<file path="src/lrc_pkg.sv">
// shared types and constants for the lru set-associative cache model
`default_nettype none
package lrc_pkg;
    localparam int CFG_IDX_W  = 3;
    localparam int CFG_DATA_W = 4;
    localparam int COST_W     = 16;
    localparam int CNT_W      = 32;
    localparam int SUM_W      = 48;
    localparam int WAYS_CW    = 5;
    localparam int OUT_DATA_W = 264;

    localparam logic [CFG_IDX_W-1:0] CFG_SET_BITS   = 3'd0;
    localparam logic [CFG_IDX_W-1:0] CFG_WAYS       = 3'd1;
    localparam logic [CFG_IDX_W-1:0] CFG_BLOCK_BITS = 3'd2;
    localparam logic [CFG_IDX_W-1:0] CFG_WALLOC     = 3'd3;
    localparam logic [CFG_IDX_W-1:0] CFG_WTHROUGH   = 3'd4;

    localparam logic [3:0] RST_SET_BITS   = 4'd6;
    localparam logic [3:0] RST_WAYS       = 4'd4;
    localparam logic [3:0] RST_BLOCK_BITS = 4'd4;

    localparam logic [3:0] BB_MIN = 4'd2;
    localparam logic [3:0] BB_MAX = 4'd10;
    localparam logic [COST_W-1:0] XFER_UNIT = 16'd100;

    typedef enum logic [0:0] {
        ST_IDLE,
        ST_LOOK
    } t_state;

    typedef struct packed {
        logic              hit;
        logic              wb;
        logic [COST_W-1:0] cost;
    } t_lrc_res;
endpackage
`default_nettype wire

</file>
<file path="src/lrc_set_update.sv">
// lookup, victim choice, recency update and cost of one access on a set row
`default_nettype none
module lrc_set_update #(
    parameter int MAX_WAYS = 8,
    parameter int TAG_W    = 30,
    parameter int RANK_W   = 3,
    parameter int ENT_W    = 35,
    parameter int ROW_W    = 280
) (
    input  wire logic                      i_row_init,
    input  wire logic [ROW_W-1:0]          i_row,
    input  wire logic [TAG_W-1:0]          i_tag,
    input  wire logic                      i_is_store,
    input  wire logic [MAX_WAYS-1:0]       i_way_use,
    input  wire logic                      i_wt,
    input  wire logic                      i_walloc,
    input  wire logic [lrc_pkg::COST_W-1:0] i_xfer,
    output logic      [ROW_W-1:0]          o_row,
    output lrc_pkg::t_lrc_res              o_res
);
    import lrc_pkg::*;

    localparam int WIDX_W = (MAX_WAYS > 1) ? $clog2(MAX_WAYS) : 1;
    localparam logic [RANK_W-1:0] RANK_TOP = RANK_W'(MAX_WAYS - 1);
    localparam logic [RANK_W:0]   OLDER_FILL = (RANK_W + 1)'(MAX_WAYS);

    logic [MAX_WAYS-1:0] vraw, vld, drt, match;
    logic [RANK_W-1:0]   rnk [MAX_WAYS];
    logic [TAG_W-1:0]    tg  [MAX_WAYS];
    logic                hit, free_ok, fill, do_touch, wb;
    logic [WIDX_W-1:0]   found, free_idx, victim, slot;
    logic [RANK_W-1:0]   best;
    logic [RANK_W:0]     older;
    logic [COST_W-1:0]   cost;
    logic [ENT_W-1:0]    ent;

    always_comb begin
        for (int w = 0; w < MAX_WAYS; w++) begin
            vraw[w]  = i_row_init & i_row[w*ENT_W];
            vld[w]   = vraw[w] & i_way_use[w];
            drt[w]   = i_row[w*ENT_W+1];
            rnk[w]   = i_row[w*ENT_W+2 +: RANK_W];
            tg[w]    = i_row[w*ENT_W+2+RANK_W +: TAG_W];
            match[w] = vld[w] && (tg[w] == i_tag);
        end
    end

    always_comb begin
        hit      = |match;
        free_ok  = |(i_way_use & ~vld);
        found    = '0;
        free_idx = '0;
        for (int w = MAX_WAYS - 1; w >= 0; w--) begin
            if (match[w]) begin
                found = WIDX_W'(w);
            end
            if (i_way_use[w] && !vld[w]) begin
                free_idx = WIDX_W'(w);
            end
        end
        best   = '0;
        victim = '0;
        for (int w = 0; w < MAX_WAYS; w++) begin
            if (vld[w] && (rnk[w] > best)) begin
                best   = rnk[w];
                victim = WIDX_W'(w);
            end
        end
    end

    always_comb begin
        fill     = !hit && !(i_is_store && !i_walloc);
        do_touch = hit || fill;
        slot     = hit ? found : (free_ok ? free_idx : victim);
        older    = hit ? {1'b0, rnk[found]} : OLDER_FILL;
        wb       = fill && !free_ok && !i_wt && drt[slot];
        if (hit) begin
            if (!i_is_store) begin
                cost = COST_W'(1);
            end else if (i_wt) begin
                cost = i_xfer + COST_W'(1);
            end else begin
                cost = COST_W'(2);
            end
        end else if (!fill) begin
            cost = i_xfer + COST_W'(1);
        end else begin
            cost = i_xfer + COST_W'(2) + (wb ? i_xfer : '0)
                 + ((i_is_store && i_wt) ? i_xfer : '0);
        end
    end

    always_comb begin
        ent = '0;
        for (int w = 0; w < MAX_WAYS; w++) begin
            ent    = i_row[w*ENT_W +: ENT_W];
            ent[0] = vraw[w];
            if (do_touch) begin
                if (slot == WIDX_W'(w)) begin
                    ent[2 +: RANK_W] = '0;
                    if (fill) begin
                        ent[0]                  = 1'b1;
                        ent[1]                  = i_is_store && !i_wt;
                        ent[2+RANK_W +: TAG_W]  = i_tag;
                    end else if (i_is_store && !i_wt) begin
                        ent[1] = 1'b1;
                    end
                end else if (vld[w] && ({1'b0, rnk[w]} < older) && (rnk[w] < RANK_TOP)) begin
                    ent[2 +: RANK_W] = rnk[w] + RANK_W'(1);
                end
            end
            o_row[w*ENT_W +: ENT_W] = ent;
        end
    end

    assign o_res = '{hit: hit, wb: wb, cost: cost};
endmodule
`default_nettype wire

</file>
<file path="config.mk">
export PLATFORM = sky130hd
export DESIGN_NAME = lrc_set_update
export DESIGN_NICKNAME = d
export VERILOG_FILES = /design/src/lrc_pkg.sv /design/src/lrc_set_update.sv
export SDC_FILE = /design/constraint.sdc
export NUM_CORES = 1
export LEC_CHECK = 0
export BUFFER_PORTS_ARGS = -buffer_cell sky130_fd_sc_hd__buf_4
export CAP_MARGIN = 20
export CORE_AREA = 2 2 244 246
export DETAILED_ROUTE_END_ITERATION = 10
export DIE_AREA = 0 0 246 248
export GPL_TIMING_DRIVEN = 0
export PLACE_DENSITY_LB_ADDON = 0.05
export SYNTH_ARGS = -nofsm -noshare
export SYNTH_HDL_FRONTEND = slang
export SYNTH_SLANG_ARGS = --single-unit
</file>
<file path="constraint.sdc">
create_clock -name vclk -period 25.4
set_input_delay 5.08 -clock vclk [all_inputs]
set_output_delay 5.08 -clock vclk [all_outputs]
set_load 0.01 [all_outputs]
</file>
==> results.json <==
{
  "status": "finished clean",
  "synth_simple_gate_area_share": 0.231,
  "synthMuxAreaShare": 0.260,
  "internal_power_mw": 0.170,
  "slew_headroom": 0.0138,
  "power.density_nw_per_um2": 22.6,
  "synth.cells.most_frequent": "mux2_2 (235), xor2_1 (207), nand2_1 (102), nor4_1 (82), ha_1 (67)",
  "io_pins": 636,
  "grt_max_degree": 11,
  "clkbuf_count": 0,
  "io_buffers": 603,
  "crit_required_ns": 20.32,
  "cp_slowest_cell": "a211oi_4",
  "initialDrtViolationCount": 868,
  "syn_nets": 1902,
  "cp-startpoint": "i_row_init",
  "fp-row-count": 89,
  "wl_per_cell_um": 31.1,
  "netlist_instances": 1496,
  "synth_top_area_cell": "mux2_2",
  "worstSetupStartpointType": "input port",
  "cp_slowest_stage_delay_ns": 0.55,
  "maxCapViolCount": 0,
  "clkPwrFrac": 0,
  "ant_nets": 0,
  "synthXorXnorAreaFrac": 0.205,
  "antenna_found_initial": 7,
  "gr-usage-met3": 0.0402,
  "netlist_area_um2": 11500,
  "gp_congestion": 0.927,
  "worst_pin_slew_ns": 1.48,
  "period_share": 0.973,
  "hp-class": "input port to primary output",
  "grt_pass1_wl_um": 120000,
  "cpLargestDelayFamily": "compound AO/OA/AOI/OAI gates",
  "die_w_um": 246,
  "ir_drop_uv": 10.1,
  "leakage_nw": 7.71,
  "via_count": 15000,
  "cts_hold_buf": 0,
  "p_seq_frac": 0,
  "fin_nets": 2524,
  "layout-area-overhead-vs-synth_pct": 50.6,
  "grtUsageMet2": 0.513,
  "routed_via_density": 5.17,
  "synth_compound_area_frac": 0.164,
  "die_area_um2": 61000,
  "synth_cell_types": 89,
  "final-hold-violation-count": 0,
  "synth_top_family_by_area": "multiplexers",
  "power.switching_mw": 0.219,
  "synth_warnings": 0,
  "fp.coreArea_um2": 58500,
  "synth.area.top_cells": "mux2_2 (23%), xor2_1 (16%), ha_1 (7.3%)",
  "synthAdderAreaFrac": 0.0776,
  "endpoint_kind": "primary output",
  "whs_ns": 10.48,
  "design.seq.count": 0,
  "overflow": 0,
  "path_max_fanout": 10,
  "grt_use_met1": 0.344,
  "routed_wl_um": 90000,
  "grt_most_used_layer": "met2",
  "grt_util_all_layers": 0.279,
  "final-seq-area_um2": 0,
  "drive_gt1_frac": 0.466,
  "cp_data_arrival_time_ns": 19.62,
  "initial_core_util": 0.196,
  "pre_cts_slack_ns": -1.85,
  "fmax_mhz": 40.5,
  "power.total_mw": 0.390,
  "cp.depth": 69,
  "syn_area_per_cell_um2": 7.66,
  "setup_viol": 0,
  "synth_top_cell_area_share": 0.231,
  "grt_pass1_vias": 15100,
  "holdPathStages": 3,
  "setup_ws_ns": 0.696,
  "yosysMostFrequentCell": "mux2_2",
  "crit_end": "o_res[15]",
  "drt_first_pass_iters": 5,
  "crit_type": "input port to primary output",
  "p_sw_frac": 0.563,
  "worst-path-buf-inv": 8,
  "drc": 0,
  "drv_slew": 0,
  "cp_common_cell": "ha_1",
  "yosysSeqAreaShare": 0,
  "detailedPlacementHpwl_um": 77700,
  "dieHeight_um": 248,
  "period_needed_ns": 24.70,
  "power_frac_comb": 1.000
}
==> power groups by stage <==
stage                     sequential [mW]    clock (mW)  combinational (mW)
after floorplan                         0             0               0.180
after global placement                  0             0               0.379
after detailed placement                0             0               0.380
after CTS                               0             0               0.386
after global routing                    0             0               0.411
final                                   0  0.0000000158               0.390
==> worst min path at each step <==
| stage | from | endpoint | slack, ns |
|---|---|---|---|
| after floorplan | i_xfer[0] | o_res[0] | 10.26 |
| after global placement | i_row[80] | o_row[80] | 10.49 |
| after detailed placement | i_row[246] | o_row[246] | 10.48 |
| after CTS | i_row[246] | o_row[246] | 10.48 |
| after global routing | i_row[80] | o_row[80] | 10.49 |
| final | i_row[246] | o_row[246] | 10.48 |
==> stage by stage <==
| stage | instance area [um^2] | std cells | utilization | setup TNS, ns |
|---|---|---|---|---|
| 2_1_floorplan | 11500 | 1496 | - | 0 |
| 3_3_place_gp | 16900 | 2872 | 0.290 | -7.21 |
| 3_5_place_dp | 17000 | 2874 | 0.290 | -7.26 |
| 4_1_cts | 17100 | 2880 | 0.293 | 0 |
| 5_1_grt | 17200 | 2889 | 0.295 | -0.0631 |
| 6_report | 17200 | 2892 | 0.295 | 0 |
==> per-layer routing <==
| metal | share of wire | routed length (um) |
|---|---|---|
| met2 | 0.51 | 45700 |
| met1 | 0.42 | 37400 |
| met3 | 0.055 | 4970 |
| met5 | 0.00029 | 26 |
| met4 | 0.020 | 1820 |
==> worst min-delay path, stage by stage <==
cell    delay (ns)
buf_4         0.10
a22o_1        0.11
buf_4         0.11
==> cell type report <==
cell class,count,area [um^2]
antenna,3,7.51
multi-input combinational,1342,10900
timing repair buffer,621,4680
inverter,31,116
fill,6498,41200
tap,773,967
buffer,122,616
==> logic make-up (layout without fill, tap and decap cells) <==
logic type	after synthesis	in the layout
AO/OA/AOI/OAI	256	256
XOR/XNOR	268	268
adder cells (fa/ha/maj)	71	71
buffers and inverters	154	774
multiplexers	266	266
other	0	3
AND/OR/NAND/NOR	481	481
==> cells in the final DEF (no fill, tap or decap), types with 5 or more instances in the layout <==
cell type / count
nor4b_1: 5
and2_1: 7
nand4_1: 41
a211oi_1: 10
mux2_1: 10
buf_4: 635
nor2b_1: 16
a211o_1: 5
a21oi_2: 6
inv_1: 30
nor3_1: 27
nor4_1: 82
nand3_1: 35
o22ai_1: 10
nand2b_1: 9
a31oi_1: 14
xnor2_1: 61
a211oi_2: 5
a21oi_1: 48
xor2_1: 207
clkbuf_1: 43
mux2i_1: 19
o211ai_1: 6
buf_2: 54
ha_1: 67
and3_1: 34
nor2_1: 65
and4_1: 7
o21ai_0: 39
a21o_1: 26
mux2_2: 235
a22o_1: 8
and4b_1: 6
o2bb2ai_1: 5
nand2_1: 102
o21a_1: 7
or4_1: 12
==> timing repair <==
item,4_1_cts,5_1_grt
endpoints found under the setup margin,8,6
setup buffers,6,8
gates resized for setup,16,20
pin swaps,4,14
Note: power is estimated with default switching activity, not from simulation.
